**config.mk**
```make
export PLATFORM = sky130hd
export DESIGN_NAME = analog_threshold_hysteresis_relay
export DESIGN_NICKNAME = d
export VERILOG_FILES = /design/src/hdl/athr_pkg.sv /design/src/hdl/athr_cfg.sv /design/src/hdl/athr_eval.sv /design/src/hdl/analog_threshold_hysteresis_relay.sv
export SDC_FILE = /design/constraint.sdc
export NUM_CORES = 1
export LEC_CHECK = 0
export BUFFER_PORTS_ARGS = -buffer_cell sky130_fd_sc_hd__buf_2
export CORE_MARGIN = 1.5
export CORE_UTILIZATION = 25
export DETAILED_ROUTE_END_ITERATION = 10
export GPL_ROUTABILITY_DRIVEN = 0
export PLACE_DENSITY = 0.48
export SYNTH_ARGS = -nofsm -noshare
export SYNTH_HDL_FRONTEND = slang
export SYNTH_SLANG_ARGS = --single-unit
```
**constraint.sdc**
```tcl
create_clock -name clk_i -period 9.8 [get_ports clk_i]
set_input_delay 1.47 -clock clk_i [delete_from_list [all_inputs] [get_ports clk_i]]
set_output_delay 1.47 -clock clk_i [all_outputs]
set_load 0.005 [all_outputs]
```
**src/hdl/athr_pkg.sv**
```systemverilog
package athr_pkg;

  localparam int CHAN_W   = 2;
  localparam int SAMPLE_W = 10;
  localparam int THR_W    = 40;
  localparam int DEF_W    = 4;
  localparam int SEL_W    = 16;
  localparam int DIR_W    = 16;
  localparam int NUM_W    = 4;
  localparam int ADDR_W   = 6;
  localparam int DATA_W   = 64;
  localparam int REG_IDX_W = 3;
  localparam int REG_LSB  = 3;

  localparam logic [REG_IDX_W-1:0] REG_HIGH_THR = 3'd0;
  localparam logic [REG_IDX_W-1:0] REG_LOW_THR  = 3'd1;
  localparam logic [REG_IDX_W-1:0] REG_DEF_LVL  = 3'd2;
  localparam logic [REG_IDX_W-1:0] REG_OUT_SEL  = 3'd3;
  localparam logic [REG_IDX_W-1:0] REG_RLY_SEL  = 3'd4;
  localparam logic [REG_IDX_W-1:0] REG_IO_DIR   = 3'd5;

  typedef struct packed {
    logic [THR_W-1:0] high_thr;
    logic [THR_W-1:0] low_thr;
    logic [DEF_W-1:0] def_lvl;
    logic [SEL_W-1:0] out_sel;
    logic [SEL_W-1:0] rly_sel;
    logic [DIR_W-1:0] io_dir;
  } cfg_t;

  typedef struct packed {
    logic              event_res;
    logic [CHAN_W-1:0] event_channel;
    logic              crossed_high;
    logic              drive_output;
    logic [NUM_W-1:0]  output_number;
    logic              output_level;
    logic              drive_relay;
    logic [NUM_W-1:0]  relay_number;
    logic              relay_level;
    logic              notify;
  } res_t;

endpackage

```
**src/hdl/athr_cfg.sv**
```systemverilog
module athr_cfg import athr_pkg::*; (
  input  logic              clk_i,
  input  logic              rst_ni,
  input  logic              psel,
  input  logic              penable,
  input  logic              pwrite,
  input  logic [ADDR_W-1:0] paddr,
  input  logic [DATA_W-1:0] pwdata,
  output logic [DATA_W-1:0] prdata,
  output logic              pready,
  output cfg_t              cfg_o
);

  cfg_t                 cfg_q;
  cfg_t                 cfg_d;
  logic                 wr_en;
  logic [REG_IDX_W-1:0] reg_idx;

  assign pready  = 1'b1;
  assign wr_en   = psel && penable && pwrite;
  assign reg_idx = paddr[ADDR_W-1:REG_LSB];

  always_comb begin
    cfg_d = cfg_q;
    if (wr_en) begin
      unique case (reg_idx)
        REG_HIGH_THR: cfg_d.high_thr = pwdata[THR_W-1:0];
        REG_LOW_THR:  cfg_d.low_thr  = pwdata[THR_W-1:0];
        REG_DEF_LVL:  cfg_d.def_lvl  = pwdata[DEF_W-1:0];
        REG_OUT_SEL:  cfg_d.out_sel  = pwdata[SEL_W-1:0];
        REG_RLY_SEL:  cfg_d.rly_sel  = pwdata[SEL_W-1:0];
        REG_IO_DIR:   cfg_d.io_dir   = pwdata[DIR_W-1:0];
        default:      cfg_d = cfg_q;
      endcase
    end
  end

  always_comb begin
    unique case (reg_idx)
      REG_HIGH_THR: prdata = DATA_W'(cfg_q.high_thr);
      REG_LOW_THR:  prdata = DATA_W'(cfg_q.low_thr);
      REG_DEF_LVL:  prdata = DATA_W'(cfg_q.def_lvl);
      REG_OUT_SEL:  prdata = DATA_W'(cfg_q.out_sel);
      REG_RLY_SEL:  prdata = DATA_W'(cfg_q.rly_sel);
      REG_IO_DIR:   prdata = DATA_W'(cfg_q.io_dir);
      default:      prdata = '0;
    endcase
  end

  always_ff @(posedge clk_i or negedge rst_ni) begin
    if (!rst_ni) begin
      cfg_q.high_thr <= '1;
      cfg_q.low_thr  <= '0;
      cfg_q.def_lvl  <= '0;
      cfg_q.out_sel  <= '0;
      cfg_q.rly_sel  <= '0;
      cfg_q.io_dir   <= '0;
    end else begin
      cfg_q <= cfg_d;
    end
  end

  assign cfg_o = cfg_q;

endmodule

```
**src/hdl/athr_eval.sv**
```systemverilog
module athr_eval import athr_pkg::*; #(
  parameter int CHANNELS    = 4,
  parameter int SAMPLE_BITS = 10
) (
  input  logic                clk_i,
  input  logic                rst_ni,
  input  logic                adv_i,
  input  logic [CHAN_W-1:0]   channel_i,
  input  logic [SAMPLE_W-1:0] sample_i,
  input  cfg_t                cfg_i,
  output res_t                res_o
);

  localparam int MAX_CH   = 1 << CHAN_W;
  localparam int LATCHES  = (CHANNELS < MAX_CH) ? CHANNELS : MAX_CH;
  localparam int USED_W   = (SAMPLE_BITS < SAMPLE_W) ? SAMPLE_BITS : SAMPLE_W;
  localparam int PACK_W   = (LATCHES * SAMPLE_BITS > THR_W) ? LATCHES * SAMPLE_BITS : THR_W;

  logic [LATCHES-1:0]                  above_q, above_d;
  logic [LATCHES-1:0]                  below_q, below_d;
  logic [LATCHES-1:0]                  sel;
  logic [PACK_W-1:0]                   hi_ext, lo_ext;
  logic [LATCHES-1:0][SAMPLE_BITS-1:0] thr_hi, thr_lo;
  logic [SAMPLE_BITS-1:0]              hi_thr, lo_thr, smp;
  logic                                chan_ok, above, below;
  logic                                hit_hi, hit_lo, ev, def, lvl, dout, drel;
  logic [NUM_W-1:0]                    onum, rnum;

  assign hi_ext = PACK_W'(cfg_i.high_thr);
  assign lo_ext = PACK_W'(cfg_i.low_thr);
  assign smp    = SAMPLE_BITS'(sample_i[USED_W-1:0]);

  always_comb begin
    hi_thr = '0;
    lo_thr = '0;
    for (int i = 0; i < LATCHES; i++) begin
      sel[i]    = (32'(channel_i) == i);
      thr_hi[i] = hi_ext[i*SAMPLE_BITS +: SAMPLE_BITS];
      thr_lo[i] = lo_ext[i*SAMPLE_BITS +: SAMPLE_BITS];
      hi_thr    = hi_thr | (sel[i] ? thr_hi[i] : '0);
      lo_thr    = lo_thr | (sel[i] ? thr_lo[i] : '0);
    end
  end

  assign chan_ok = |sel;
  assign above   = |(sel & above_q);
  assign below   = |(sel & below_q);
  assign hit_hi  = chan_ok && (smp > hi_thr) && !above;
  assign hit_lo  = chan_ok && !hit_hi && (smp < lo_thr) && !below;
  assign ev      = hit_hi || hit_lo;

  assign def  = cfg_i.def_lvl[channel_i];
  assign lvl  = hit_hi ? def : !def;
  assign onum = cfg_i.out_sel[{channel_i, 2'b00} +: NUM_W];
  assign rnum = cfg_i.rly_sel[{channel_i, 2'b00} +: NUM_W];
  assign dout = ev && (onum != '0) && cfg_i.io_dir[onum];
  assign drel = ev && (rnum != '0);

  always_comb begin
    res_o               = '0;
    res_o.event_channel = channel_i;
    res_o.event_res     = ev;
    res_o.crossed_high  = hit_hi;
    res_o.drive_output  = dout;
    res_o.output_number = dout ? onum : '0;
    res_o.output_level  = dout && lvl;
    res_o.drive_relay   = drel;
    res_o.relay_number  = drel ? rnum : '0;
    res_o.relay_level   = drel && lvl;
    res_o.notify        = dout || drel;
  end

  always_comb begin
    above_d = above_q;
    below_d = below_q;
    if (hit_hi) begin
      above_d = above_q | sel;
      below_d = below_q & ~sel;
    end else if (hit_lo) begin
      below_d = below_q | sel;
      above_d = above_q & ~sel;
    end
  end

  always_ff @(posedge clk_i or negedge rst_ni) begin
    if (!rst_ni) begin
      above_q <= '0;
      below_q <= '0;
    end else if (adv_i) begin
      above_q <= above_d;
      below_q <= below_d;
    end
  end

  a_latch_excl: assert property (@(posedge clk_i) disable iff (!rst_ni)
    (above_q & below_q) == '0)
    else $error("channel has both latches set");

  a_hi_sets: assert property (@(posedge clk_i) disable iff (!rst_ni)
    adv_i && res_o.event_res && res_o.crossed_high |=> (above_q & $past(sel)) != '0)
    else $error("high crossing did not set above latch");

  a_lo_sets: assert property (@(posedge clk_i) disable iff (!rst_ni)
    adv_i && res_o.event_res && !res_o.crossed_high |=> (below_q & $past(sel)) != '0)
    else $error("low crossing did not set below latch");

  a_hold: assert property (@(posedge clk_i) disable iff (!rst_ni)
    !adv_i |=> $stable(above_q) && $stable(below_q))
    else $error("latches changed without a transaction");

endmodule

```
**src/hdl/analog_threshold_hysteresis_relay.sv**
```systemverilog
// Window comparator with hysteresis over the analog channels.
// Input channel: in_valid_i / in_stall_o carry one transaction of channel_i and
// sample_i. Output channel: out_valid_o / out_stall_i carry one result per
// transaction: crossing event, direction, and the output and relay to drive.
// Thresholds, levels and mappings sit in an APB register file, one register
// every 8 bytes, 64-bit data, pready tied high; write only while idle.
// Path: a transaction is held in the input register, is evaluated
// against the per-channel latches and lands in the result register, from
// which it leaves when the output is not stalled.
// Throughput: one transaction per cycle while the output is not stalled, set
// by the single evaluate stage between the input and result registers.
// Reset clears both latches of every channel, empties both registers and
// loads the register defaults (high thresholds all ones, the rest zero).
// A stall on the output holds the result; the input register keeps
// accepting until it is full, then in_stall_o rises in the same cycle.
module analog_threshold_hysteresis_relay import athr_pkg::*; #(
  parameter int CHANNELS    = 4,
  parameter int SAMPLE_BITS = 10
) (
  input  logic                clk_i,
  input  logic                rst_ni,
  input  logic                psel,
  input  logic                penable,
  input  logic                pwrite,
  input  logic [ADDR_W-1:0]   paddr,
  input  logic [DATA_W-1:0]   pwdata,
  output logic [DATA_W-1:0]   prdata,
  output logic                pready,
  input  logic                in_valid_i,
  output logic                in_stall_o,
  input  logic [CHAN_W-1:0]   channel_i,
  input  logic [SAMPLE_W-1:0] sample_i,
  output logic                out_valid_o,
  input  logic                out_stall_i,
  output logic                event_res_o,
  output logic [CHAN_W-1:0]   event_channel_o,
  output logic                crossed_high_o,
  output logic                drive_output_o,
  output logic [NUM_W-1:0]    output_number_o,
  output logic                output_level_o,
  output logic                drive_relay_o,
  output logic [NUM_W-1:0]    relay_number_o,
  output logic                relay_level_o,
  output logic                notify_o
);

  cfg_t                cfg;
  res_t                res;
  res_t                res_q;
  logic                in_valid_q, in_valid_d;
  logic                out_valid_q, out_valid_d;
  logic [CHAN_W-1:0]   channel_q;
  logic [SAMPLE_W-1:0] sample_q;
  logic                res_ready, adv, accept;

  athr_cfg u_cfg (
    .clk_i   (clk_i),
    .rst_ni  (rst_ni),
    .psel    (psel),
    .penable (penable),
    .pwrite  (pwrite),
    .paddr   (paddr),
    .pwdata  (pwdata),
    .prdata  (prdata),
    .pready  (pready),
    .cfg_o   (cfg)
  );

  athr_eval #(
    .CHANNELS    (CHANNELS),
    .SAMPLE_BITS (SAMPLE_BITS)
  ) u_eval (
    .clk_i     (clk_i),
    .rst_ni    (rst_ni),
    .adv_i     (adv),
    .channel_i (channel_q),
    .sample_i  (sample_q),
    .cfg_i     (cfg),
    .res_o     (res)
  );

  assign res_ready  = !out_valid_q || !out_stall_i;
  assign adv        = in_valid_q && res_ready;
  assign in_stall_o = in_valid_q && !res_ready;
  assign accept     = in_valid_i && !in_stall_o;

  assign in_valid_d  = accept || (in_valid_q && !adv);
  assign out_valid_d = adv || (out_valid_q && out_stall_i);

  always_ff @(posedge clk_i or negedge rst_ni) begin
    if (!rst_ni) begin
      in_valid_q  <= 1'b0;
      out_valid_q <= 1'b0;
    end else begin
      in_valid_q  <= in_valid_d;
      out_valid_q <= out_valid_d;
    end
  end

  always_ff @(posedge clk_i) begin
    if (accept) begin
      channel_q <= channel_i;
      sample_q  <= sample_i;
    end
    if (adv) begin
      res_q <= res;
    end
  end

  assign out_valid_o     = out_valid_q;
  assign event_res_o     = res_q.event_res;
  assign event_channel_o = res_q.event_channel;
  assign crossed_high_o  = res_q.crossed_high;
  assign drive_output_o  = res_q.drive_output;
  assign output_number_o = res_q.output_number;
  assign output_level_o  = res_q.output_level;
  assign drive_relay_o   = res_q.drive_relay;
  assign relay_number_o  = res_q.relay_number;
  assign relay_level_o   = res_q.relay_level;
  assign notify_o        = res_q.notify;

  a_no_drop: assert property (@(posedge clk_i) disable iff (!rst_ni)
    out_valid_q && out_stall_i |=> out_valid_q)
    else $error("stalled result dropped");

  a_adv_moves: assert property (@(posedge clk_i) disable iff (!rst_ni)
    adv |=> out_valid_q && (res_q == $past(res)))
    else $error("evaluated transaction not captured");

  a_full_stall: assert property (@(posedge clk_i) disable iff (!rst_ni)
    in_stall_o |-> in_valid_q && out_valid_q && out_stall_i)
    else $error("input stalled with room in the pipeline");

endmodule

```
==> impl_metrics.yaml <==
worst_setup_path:
  worstSetupPathType: "input pin to primary output"
  crit_chain: "buf_2 -> nor2b_1 -> a22oi_1 -> o22ai_1 -> buf_2"
  startpoint_type: "input pin"
  ff2ff_path_depth: 10
  cp_data_arrival_time_ns: 3.33
  cp.required_ns: 8.33
  r2r_slack_ns: 6.20
  r2r_end: "output_number_o[2]"
  cp_max_fo: 29
  crit_start: "paddr[3]"
  max_stage_delay_ns: 0.64
  endpoint_kind: "primary output"
  crit_top_cell: "buf_2"
  r2r_start: "channel_q[1]"
  cp_slowest_cell: "buf_2"
  endpoint: "prdata[11]"
timing:
  finalHoldViolations: 0
  fin_crit_ns: 4.80
  setup_tns_ns: 0
  worst_pin_slew_ns: 1.06
  finalSetupViolCount: 0
  relSlewSlack_pct: 29.0
  fin_skew_ns: 0.0130
  maxSlewViolCount: 0
  min_period_over_period_pct: 49.0
  fmax_mhz: 208
  rsz0062_at_grt: "no"
yosys:
  synth_top_area_share_pct: 28.6
  yosysMostFrequentCell: "mux2_2"
  synth_flop_cell: "dfrtp_1"
  yosysTopAreaCell: "dfrtp_1"
  ys_seq_area_share_pct: 50.2
  synthArstFlopShare_pct: 83.0
  synth_edf_count: 29
  synth.distinct_cells: 51
  synth_area_um2: 8920
  synth.area.top_cells: "dfrtp_1 29%, mux2_2 16%, dfstp_2 12%, mux4_2 9.8%, edfxtp_1 9.8%"
  synth_area_per_cell_um2: 13.7
  synthCells: 649
  yosys_register_bits: 171
  yosys_warnings: 0
  synth_commonest_cells: "130 x mux2_2, 102 x dfrtp_1, 40 x dfstp_2"
power:
  pwr-share-clk_pct: 31.6
  peakVddDrop_mv: 0.127
  switchingPower_mw: 0.692
  intPower_mw: 1.52
  power.leakage_nw: 4.54
  p_comb_share_pct: 22.6
  power.total_mw: 2.21
  switching_share_pct: 31.3
  seqPwrFrac_pct: 45.9
  p_per_area_nw_per_um2: 211
drt:
  via_per_inst: 4.73
  ant_nets: 0
  dr_wl_met2_mm: 12.8
  drt_iter0_markers: 266
  routed_wl_mm: 26.7
  met1_length_mm: 12.5
  wl_met3_mm: 1.17
  dr.pass1.iters: 4
  vias: 5793
  drc_errors: 0
  highest_layer: "met4"
  wl_per_cell_um: 21.8
final_layout:
  nets: 864
  nFillCells: 3540
  layout-drive-gt1-share_pct: 49.3
  register_area_um2: 4470
  stdcell_count: 1225
  multi_input_area_um2: 4070
  area_growth_pct: 17.7
floorplan:
  core_um2: 34800
  io_pins: 173
  initial_core_util_pct: 25.6
  die_area_um2: 36800
  die_h_um: 192
  die_x_um: 192
  rows: 68
clock_network:
  clockBufferDepth: 2
  ctsResizeCount: 0
  htreeDepth: 4
  insertion_delay_ns: 0.44
  post-cts-setup-buffers: 0
  cts_inserted_buffers: 17
  hold_buffers: 0
  clkSlewWorstSetupHoldPaths_ns: 0.07
  clock_sinks: 171
  root_buffer: "clkbuf_16"
  cts_tree: "done"
global_route:
  grt_overflow_total: 0
  grt_pass1_wl_mm: 39.4
  grt_start_max_net_pins: 76
  grt_use_total_pct: 15.0
  antenna_found_initial: 1
  grt_pass1_vias: 5873
placed_design:
  portBuffers: 120
  dp_hpwl_mm: 19.5
  place_inst: 1192
min_path:
  hold_class: "register to register"
status:
  status: "complete, no violations"
run:
  drv_cap: 0
[power groups by stage]
stage	clock network (mW)	logic (mW)	registers [mW]
6_report	0.699	0.499	1.01
5_1_grt	0.746	0.552	1.03
4_1_cts	0.715	0.508	1.02
3_5_place_dp	0	0.506	1.03
3_3_place_gp	0	0.501	1.03
2_1_floorplan	0	0.360	0.971
[through the flow]
| stage | cell area, µm² | hold slack (ns) | setup slack [ns] | utilization [%] |
|---|---|---|---|---|
| 6_report | 10500 | 0.495 | 5.00 | 30.2 |
| 5_1_grt | 10500 | 0.529 | 4.80 | 30.2 |
| 4_1_cts | 10500 | 0.497 | 4.97 | 30.2 |
| 3_5_place_dp | 9900 | 0.481 | 4.98 | 28.5 |
| 3_3_place_gp | 9900 | 0.474 | 4.95 | 28.5 |
| 2_1_floorplan | 9000 | 0.451 | 5.66 | - |
[cells in the final DEF (no fill, tap or decap), types with 3 or more instances in the layout]
cell | synthesis | layout
buf_4 | 26 | 7
nand4_1 | 3 | 3
nor2b_1 | 4 | 4
conb_1 | 2 | 25
a21oi_1 | 11 | 11
nand2_1 | 16 | 16
o21ai_0 | 11 | 11
clkbuf_16 | 0 | 17
dfstp_2 | 40 | 40
buf_2 | 12 | 119
mux4_2 | 39 | 39
edfxtp_1 | 29 | 29
a22o_1 | 26 | 26
mux2_1 | 8 | 8
dfrtp_1 | 102 | 102
a22oi_1 | 10 | 10
nand2b_1 | 7 | 7
o22ai_1 | 8 | 8
ha_1 | 19 | 19
nand3_1 | 3 | 3
and3_1 | 9 | 9
inv_1 | 34 | 34
mux2_2 | 130 | 130
nor2_1 | 10 | 7
o22a_1 | 5 | 5
mux2i_1 | 19 | 19
a21o_1 | 4 | 4
and2_1 | 8 | 8
inv_6 | 0 | 5
inv_8 | 0 | 5
nor2_2 | 0 | 3
[state kept, by name, summed over array words and instances (netlist names), named ones only]
register / cells
u_cfg.cfg_o: 132
sample_q: 10
output_number_o: 4
relay_number_o: 4
channel_q: 2
event_channel_o: 2
crossed_high_o: 1
drive_output_o: 1
drive_relay_o: 1
event_res_o: 1
in_valid_q: 1
notify_o: 1
out_valid_o: 1
output_level_o: 1
relay_level_o: 1
[logic make-up after synthesis]
| group | synth area share [%] |
|---|---|
| compound gates | 7.44 |
| mux | 29.4 |
| fa+ha+maj | 2.67 |
| flops | 50.2 |
| simple gates | 4.69 |
| other cells | 0.0842 |
| buf+inv | 5.56 |
[worst max-delay path: cells and delay by family]
family	cells	cell delay [ns]
buffers and inverters	2	0.82
AND/OR/NAND/NOR	1	0.52
AO/OA/AOI/OAI	2	0.50
[how the worst min path moves through the flow]
| stage | slack (ns) | to | depth (start not counted) | from |
|---|---|---|---|---|
| finish | 0.49 | register | 1 | register |
| global route | 0.53 | register | 1 | register |
| CTS | 0.50 | register | 1 | register |
| detailed placement | 0.48 | register | 1 | register |
| global placement | 0.47 | register | 1 | register |
| floorplan | 0.45 | event_channel_o[0] | 0 | channel_q[0] |
[cell type report]
class	instances	share of cell area [%]
antenna	1	0.0238
clock buffer	17	4.05
clock inverter	15	1.63
inverter	34	1.22
multi-input combinational	405	38.8
sequential	171	42.6
tap	455	5.42
timing repair buffer	127	6.28
[metal layers]
layer,GRT usage [%],up-vias
met4,3.82,0
met2,24.0,153
met1,20.8,3027
met3,2.76,20
met5,0,-
li1,-,2593
(Power assumes the default switching activity.)
